[config.mk]
export PLATFORM = sky130hd
export DESIGN_NAME = day_month_year_text_parser_core
export DESIGN_NICKNAME = d
export VERILOG_FILES = /design/src/design/dmy_pkg.sv /design/src/design/day_month_year_text_parser_core.sv /design/src/design/dmy_in_reg.sv /design/src/design/dmy_parse.sv /design/src/design/dmy_out_reg.sv
export SDC_FILE = /design/constraint.sdc
export NUM_CORES = 1
export LEC_CHECK = 0
export ABC_AREA = 1
export BUFFER_PORTS_ARGS = -buffer_cell sky130_fd_sc_hd__buf_4
export CAP_MARGIN = 5
export CORE_MARGIN = 8
export CORE_UTILIZATION = 55
export DETAILED_ROUTE_END_ITERATION = 10
export PLACE_DENSITY = 0.74
export SLEW_MARGIN = 20
export SYNTH_ARGS = -nofsm -noshare
export SYNTH_HDL_FRONTEND = slang
export SYNTH_SLANG_ARGS = --single-unit
[constraint.sdc]
create_clock -name i_clk -period 4.49 [get_ports i_clk]
set_input_delay 0.898 -clock i_clk [delete_from_list [all_inputs] [get_ports i_clk]]
set_output_delay 0.898 -clock i_clk [all_outputs]
set_load 0.1 [all_outputs]
[src/design/dmy_pkg.sv]
package dmy_pkg;

    localparam logic [7:0] CH_DOT  = 8'h2E;
    localparam logic [7:0] CH_ZERO = 8'h30;
    localparam logic [7:0] CH_NINE = 8'h39;

    localparam int unsigned DAY_W  = 7;
    localparam int unsigned YEAR_W = 14;
    localparam int unsigned CNT_W  = 3;

    localparam logic [CNT_W-1:0] CNT_MAX      = 3'd7;
    localparam logic [CNT_W-1:0] DM_DIGITS    = 3'd2;
    localparam logic [CNT_W-1:0] YEAR_DIGITS  = 3'd4;
    localparam logic [DAY_W-1:0] MONTH_LAST   = 7'd12;
    localparam logic [DAY_W-1:0] MONTH_FEB    = 7'd2;
    localparam logic [4:0]       FEB_LEAP_LEN = 5'd29;

    typedef enum logic [3:0] {
        PH_DAY   = 4'b0001,
        PH_MONTH = 4'b0010,
        PH_YEAR  = 4'b0100,
        PH_ERR   = 4'b1000
    } t_phase;

    typedef enum logic [1:0] {
        ST_OK       = 2'd0,
        ST_BAD_CHAR = 2'd1,
        ST_BAD_LEN  = 2'd2,
        ST_BAD_DATE = 2'd3
    } t_status;

    typedef struct packed {
        t_status             status;
        logic [DAY_W-1:0]    day;
        logic [DAY_W-1:0]    month;
        logic [YEAR_W-1:0]   year;
    } t_result;

    function automatic logic [4:0] month_len(input logic [3:0] m);
        logic [4:0] len;
        case (m)
            4'd2:    len = 5'd28;
            4'd4:    len = 5'd30;
            4'd6:    len = 5'd30;
            4'd9:    len = 5'd30;
            4'd11:   len = 5'd30;
            default: len = 5'd31;
        endcase
        return len;
    endfunction

    // Divisible by 4 from the decimal digits; centuries fall back to the upper pair
    function automatic logic is_leap(input logic [3:0] d3, input logic [3:0] d2,
                                     input logic [3:0] d1, input logic [3:0] d0);
        logic [1:0] rem;
        if (d1 == 4'd0 && d0 == 4'd0) begin
            rem = {d3[0], 1'b0} + d2[1:0];
        end else begin
            rem = {d1[0], 1'b0} + d0[1:0];
        end
        return rem == 2'd0;
    endfunction

endpackage

[src/design/day_month_year_text_parser_core.sv]
// channel  | valid        | stall        | payload
// ---------+--------------+--------------+----------------------------------
// input    | i_in_valid   | o_in_stall   | i_ch, i_last
// output   | o_out_valid  | i_out_stall  | o_status, o_day, o_month, o_year
//
// One character per cycle unless a last character is held back; each result is registered.
// The rate is set by the single parse step between the input and result registers.
// Reset is synchronous, active low, and returns the parser to reading the day.
// A stalled result only blocks a last character; other characters keep flowing.
module day_month_year_text_parser_core (
    input  logic                         i_clk,
    input  logic                         i_rst_n,
    input  logic                         i_in_valid,
    output logic                         o_in_stall,
    input  logic [7:0]                   i_ch,
    input  logic                         i_last,
    output logic                         o_out_valid,
    input  logic                         i_out_stall,
    output logic [1:0]                   o_status,
    output logic [dmy_pkg::DAY_W-1:0]    o_day,
    output logic [dmy_pkg::DAY_W-1:0]    o_month,
    output logic [dmy_pkg::YEAR_W-1:0]   o_year
);
    import dmy_pkg::*;

    logic       in_vld;
    logic [7:0] in_ch;
    logic       in_last;
    logic       take;
    logic       res_vld;
    logic       out_hold;
    t_result    res;
    t_result    out_res;

    dmy_in_reg u_in (
        .i_clk   (i_clk),
        .i_rst_n (i_rst_n),
        .i_valid (i_in_valid),
        .i_ch    (i_ch),
        .i_last  (i_last),
        .i_take  (take),
        .o_stall (o_in_stall),
        .o_valid (in_vld),
        .o_ch    (in_ch),
        .o_last  (in_last)
    );

    dmy_parse u_parse (
        .i_clk       (i_clk),
        .i_rst_n     (i_rst_n),
        .i_valid     (in_vld),
        .i_ch        (in_ch),
        .i_last      (in_last),
        .i_out_hold  (out_hold),
        .o_take      (take),
        .o_res_valid (res_vld),
        .o_res       (res)
    );

    dmy_out_reg u_out (
        .i_clk   (i_clk),
        .i_rst_n (i_rst_n),
        .i_load  (res_vld),
        .i_res   (res),
        .i_stall (i_out_stall),
        .o_hold  (out_hold),
        .o_valid (o_out_valid),
        .o_res   (out_res)
    );

    assign o_status = out_res.status;
    assign o_day    = out_res.day;
    assign o_month  = out_res.month;
    assign o_year   = out_res.year;

endmodule

[src/design/dmy_in_reg.sv]
module dmy_in_reg (
    input  logic       i_clk,
    input  logic       i_rst_n,
    input  logic       i_valid,
    input  logic [7:0] i_ch,
    input  logic       i_last,
    input  logic       i_take,
    output logic       o_stall,
    output logic       o_valid,
    output logic [7:0] o_ch,
    output logic       o_last
);
    logic       r_vld;
    logic [7:0] r_ch;
    logic       r_last;

    assign o_stall = r_vld && !i_take;
    assign o_valid = r_vld;
    assign o_ch    = r_ch;
    assign o_last  = r_last;

    always_ff @(posedge i_clk) begin
        if (!i_rst_n) begin
            r_vld <= 1'b0;
        end else if (!o_stall) begin
            r_vld <= i_valid;
        end
    end

    always_ff @(posedge i_clk) begin
        if (i_valid && !o_stall) begin
            r_ch   <= i_ch;
            r_last <= i_last;
        end
    end

endmodule

[src/design/dmy_parse.sv]
module dmy_parse (
    input  logic             i_clk,
    input  logic             i_rst_n,
    input  logic             i_valid,
    input  logic [7:0]       i_ch,
    input  logic             i_last,
    input  logic             i_out_hold,
    output logic             o_take,
    output logic             o_res_valid,
    output dmy_pkg::t_result o_res
);
    import dmy_pkg::*;

    t_phase              r_phase, n_phase;
    logic [CNT_W-1:0]    r_cnt, n_cnt;
    logic [DAY_W-1:0]    r_day, n_day;
    logic [DAY_W-1:0]    r_mon, n_mon;
    logic [YEAR_W-1:0]   r_year, n_year;
    logic [3:0][3:0]     r_ydig, n_ydig;
    t_status             r_err, n_err;

    logic                dig;
    logic [3:0]          d;
    logic [DAY_W-1:0]    dm_next;
    logic [YEAR_W+2:0]   year_sum;
    logic [CNT_W-1:0]    cnt_inc;
    logic [4:0]          lim;
    t_status             status;

    assign o_take      = i_valid && !(i_last && i_out_hold);
    assign o_res_valid = o_take && i_last;

    assign dig      = (i_ch >= CH_ZERO) && (i_ch <= CH_NINE);
    assign d        = i_ch[3:0];
    assign cnt_inc  = (r_cnt == CNT_MAX) ? r_cnt : r_cnt + 3'd1;
    assign year_sum = {r_year, 3'b000} + {2'b00, r_year, 1'b0} + {{(YEAR_W-1){1'b0}}, d};

    always_comb begin
        logic [DAY_W-1:0] cur;
        cur     = r_phase == PH_MONTH ? r_mon : r_day;
        dm_next = 7'(({4'b0000, cur} << 3) + ({4'b0000, cur} << 1) + {7'b0000000, d});
    end

    always_comb begin
        n_phase = r_phase;
        n_cnt   = r_cnt;
        n_day   = r_day;
        n_mon   = r_mon;
        n_year  = r_year;
        n_ydig  = r_ydig;
        n_err   = r_err;
        case (r_phase)
            PH_DAY, PH_MONTH: begin
                if (i_ch == CH_DOT) begin
                    if (r_cnt == '0 || r_cnt > DM_DIGITS) begin
                        n_phase = PH_ERR;
                        n_err   = ST_BAD_LEN;
                    end else begin
                        n_phase = r_phase == PH_DAY ? PH_MONTH : PH_YEAR;
                        n_cnt   = '0;
                    end
                end else if (dig) begin
                    if (r_cnt < DM_DIGITS) begin
                        if (r_phase == PH_DAY) begin
                            n_day = dm_next;
                        end else begin
                            n_mon = dm_next;
                        end
                    end
                    n_cnt = cnt_inc;
                end else begin
                    n_phase = PH_ERR;
                    n_err   = ST_BAD_CHAR;
                end
            end
            PH_YEAR: begin
                if (dig) begin
                    if (r_cnt < YEAR_DIGITS) begin
                        n_year = year_sum[YEAR_W-1:0];
                        n_ydig = {r_ydig[2:0], d};
                    end
                    n_cnt = cnt_inc;
                end else begin
                    n_phase = PH_ERR;
                    n_err   = ST_BAD_CHAR;
                end
            end
            default: begin
            end
        endcase
    end

    always_comb begin
        lim = month_len(n_mon[3:0]);
        if (n_mon == MONTH_FEB && is_leap(n_ydig[3], n_ydig[2], n_ydig[1], n_ydig[0])) begin
            lim = FEB_LEAP_LEN;
        end
        if (n_phase == PH_ERR) begin
            status = n_err;
        end else if (n_phase != PH_YEAR) begin
            status = ST_BAD_LEN;
        end else if (n_cnt == '0 || n_cnt > YEAR_DIGITS) begin
            status = ST_BAD_LEN;
        end else if (n_mon == '0 || n_mon > MONTH_LAST || n_day == '0) begin
            status = ST_BAD_DATE;
        end else if (n_day > {2'b00, lim}) begin
            status = ST_BAD_DATE;
        end else begin
            status = ST_OK;
        end
        o_res.status = status;
        o_res.day    = status == ST_OK ? n_day  : '0;
        o_res.month  = status == ST_OK ? n_mon  : '0;
        o_res.year   = status == ST_OK ? n_year : '0;
    end

    always_ff @(posedge i_clk) begin
        if (!i_rst_n || (o_take && i_last)) begin
            r_phase <= PH_DAY;
            r_cnt   <= '0;
            r_day   <= '0;
            r_mon   <= '0;
            r_year  <= '0;
            r_ydig  <= '0;
            r_err   <= ST_OK;
        end else if (o_take) begin
            r_phase <= n_phase;
            r_cnt   <= n_cnt;
            r_day   <= n_day;
            r_mon   <= n_mon;
            r_year  <= n_year;
            r_ydig  <= n_ydig;
            r_err   <= n_err;
        end
    end

endmodule

[src/design/dmy_out_reg.sv]
module dmy_out_reg (
    input  logic             i_clk,
    input  logic             i_rst_n,
    input  logic             i_load,
    input  dmy_pkg::t_result i_res,
    input  logic             i_stall,
    output logic             o_hold,
    output logic             o_valid,
    output dmy_pkg::t_result o_res
);
    import dmy_pkg::*;

    logic    r_vld;
    t_result r_res;

    assign o_hold  = r_vld && i_stall;
    assign o_valid = r_vld;
    assign o_res   = r_res;

    always_ff @(posedge i_clk) begin
        if (!i_rst_n) begin
            r_vld <= 1'b0;
        end else if (i_load) begin
            r_vld <= 1'b1;
        end else if (!i_stall) begin
            r_vld <= 1'b0;
        end
    end

    always_ff @(posedge i_clk) begin
        if (i_load) begin
            r_res <= i_res;
        end
    end

endmodule

==> impl_metrics.toml <==
[layout]
n_antenna_cell = 0
synthToLayoutAreaGrowth_pct = 18.4
nNetsFinal = 832
drive_above_1_share_pct = 21.0
instances_no_fill = 920

[timing]
hold-worst-slack_ps = 508
setup_slack_ps = 214
fmax_ghz = 0.234
slew_viol_final = 0
skew_ps = 11.8
setup_violations = 0
max_slew_margin_pct = 52.8
worst_pin_slew_ps = 707
timing.final.crit_share_pct = 95.2
hold_violations = 0
fin_crit_ps = 4280

[pwr]
power_density_nw_per_um2 = 305
vdd_drop_max_v = 0.000200
power.total_mw = 1.99
leakage_nw = 3.16

[logic_synthesis]
yosysMostFrequentCell = "nand2_1"
syn_inst = 720
postSynthAreaPerCell_um2 = 7.67
yosysTopAreaCell = "edfxtp_1"
netlist.area_leader.share_pct = 21.2
yosys-top-cells-area = "edfxtp_1 (21%), dfxtp_1 (18%), nand2_1 (10%)"
synthFlopType = "dfxtp_1"
synth_seq_cells = 89
syn-num-nets = 770
yosys_warnings = 0
syn_area_um2 = 5520
ys_types = 43
synth-seq-area-share_pct = 39.3
netlist_top_cells_count = "nand2_1 (154), inv_1 (115), o21ai_0 (58)"
synth-async-reset-ratio_pct = 0
synth_edf_count = 39

[clocking]
ctsLongestPathBuffers = 2
clkLatencyLatePin_ps = 370
htreeDepth = 3
clock_sinks = 89
cts-buffers-inserted = 9
root_buffer = "clkbuf_8"
cts.clk_slew.worst_paths_ps = 80
tritoncts = "yes"

[floorplanning]
start_util_pct = 56.5
top_level_ports = 45
die_y_um = 116
die_area_um2 = 13500
row_count = 36
die-width_um = 116
core-area_um2 = 9770

[detailed_routing]
wl_per_cell_um = 14.4
dr.pass1.iters = 5
via_per_inst = 5.39
num_vias = 4961
drtIter0Drc = 318
detail-route-antenna-nets = 0
drt-total-wl_um = 13300
drc = 0

[worst_setup_path]
crit_arrival_ps = 4500
crit_type = "register to register"
r2r_start = "u_parse.r_phase[1]"
timing.rr.end = "u_out.o_res[17]"
r2r_cells = 32
critPathCaptureType = "register"
cpPeakStageDelay_ps = 360
cp_max_fo = 7
crit_family = "simple AND/OR/NAND/NOR gates"
slowest_stage = "fa_2"
cp_data_required_time_ps = 4720
worst_setup_path_start_kind = "register"
path_buf_inv = 3
cp_common_cell = "nor2_1"
r2r_slack_ps = 210

[global_routing]
grt_pass1_wl_um = 20600
grt_max_degree = 62
track_usage_pct = 19.4
grt_pass1_vias = 4389
antenna_found_initial = 0
grt_overflow = 0

[placed_design]
gp_congestion = 0.903
post-dp-hpwl_um = 9070
dp_cells = 894
post-place-ws_ps = -174
io_buffer_count = 44

[hold_path]
min_to = "u_parse.r_ydig[7]"
hold_depth = 2
hp-class = "register to register"
hp-start = "u_parse.r_ydig[7]"

[run_status]
status = "finished, final reports clean"

[flow_run]
max-cap-violations = 0
## final cells by class
| type | instances | area (um^2) |
|---|---|---|
| Fill cell | 834 | 3240 |
| Multi-Input combinational cell | 493 | 3020 |
| Sequential cell | 89 | 2170 |
| Timing Repair Buffer | 71 | 571 |
| Inverter | 118 | 443 |
| Tap cell | 133 | 166 |
| Clock buffer | 11 | 131 |
| Clock inverter | 5 | 33.8 |
## kinds of logic after synthesis
family | synth area share [%]
and+or+nand+nor | 23.6
AOI/OAI and AO/OA | 15.3
buffers and inverters | 10.5
muxes | 0.725
xor gates and xnor gates | 1.74
DFF | 39.3
adders and majority gates | 8.79
## worst min-delay path, stage by stage (launching register included)
cell and delay, ps:
dfxtp_1 330, o211ai_1 100, inv_1 50
## report_power, final
part	leakage (nW)	internal (mW)	switching [mW]
logic	2.33	0.200	0.392
registers	0.758	0.890	0.0330
clock network	0.0793	0.200	0.280
## registers in the layout (all words and copies together) (netlist names)
signal	flops
u_in.o_last	1
u_in.o_valid	1
u_parse.r_mon	7
u_parse.r_phase	4
u_parse.r_ydig	11
u_parse.r_cnt	3
u_out.o_valid	1
u_parse.r_day	7
u_parse.r_err	2
u_out.o_res	30
u_parse.r_year	14
u_in.o_ch	8
## metrics by stage
step / setup TNS (ps) / cell area (um^2) / utilization [%]
after floorplan: 0 / 5520 / -
after global placement: 0 / 6030 / 61.7
after detailed placement: -3240 / 6030 / 61.7
after CTS: 0 / 6260 / 64.1
after global routing: -1140 / 6540 / 66.9
final: 0 / 6540 / 66.9
## routing by layer
| layer | routed length, um | vias to the layer above | GRT usage, % |
|---|---|---|---|
| li1 | - | 2494 | - |
| met5 | 0 | - | 0 |
| met1 | 6070 | 2282 | 25.0 |
| met4 | 380 | 0 | 9.94 |
| met2 | 5990 | 157 | 30.7 |
| met3 | 828 | 28 | 3.26 |
## what timing repair did
item,CTS,global route
pin swaps,3,29
hold endpoints to repair,0,0
hold buffers,0,0
gates cloned,1,2
buffers inserted,1,6
gates resized for setup,9,43
endpoints found under the setup margin,28,30
## how the worst max path moves through the flow
stage,cells past startpoint,to,from
after floorplan,34,u_out.o_res[11],u_parse.r_phase[1]
after global placement,32,u_out.o_res[26],u_parse.r_phase[1]
after detailed placement,30,u_out.o_res[16],u_parse.r_phase[1]
after CTS,33,u_out.o_res[13],u_parse.r_phase[1]
after global routing,34,u_out.o_res[1],u_parse.r_phase[1]
final,32,u_out.o_res[17],u_parse.r_phase[1]
## cell usage in the layout (no fill, tap or decap), types with 3 or more instances in the layout
cell type	n
nand2_1	150
inv_1	114
buf_4	68
o21ai_0	54
dfxtp_1	48
nor2_1	42
a21oi_1	41
edfxtp_1	39
nand3_1	29
ha_1	28
nor2_2	22
o211ai_1	22
nand4_1	16
nor2_4	9
nand2_2	9
clkbuf_8	9
xor2_1	7
or2_2	7
o21ai_2	5
o21ai_1	5
ha_4	5
inv_2	4
xnor2_1	4
a21oi_2	4
nand2_8	4
mux2i_1	4
nand3_2	3
buf_12	3
Power figures use the tool's default switching activity.
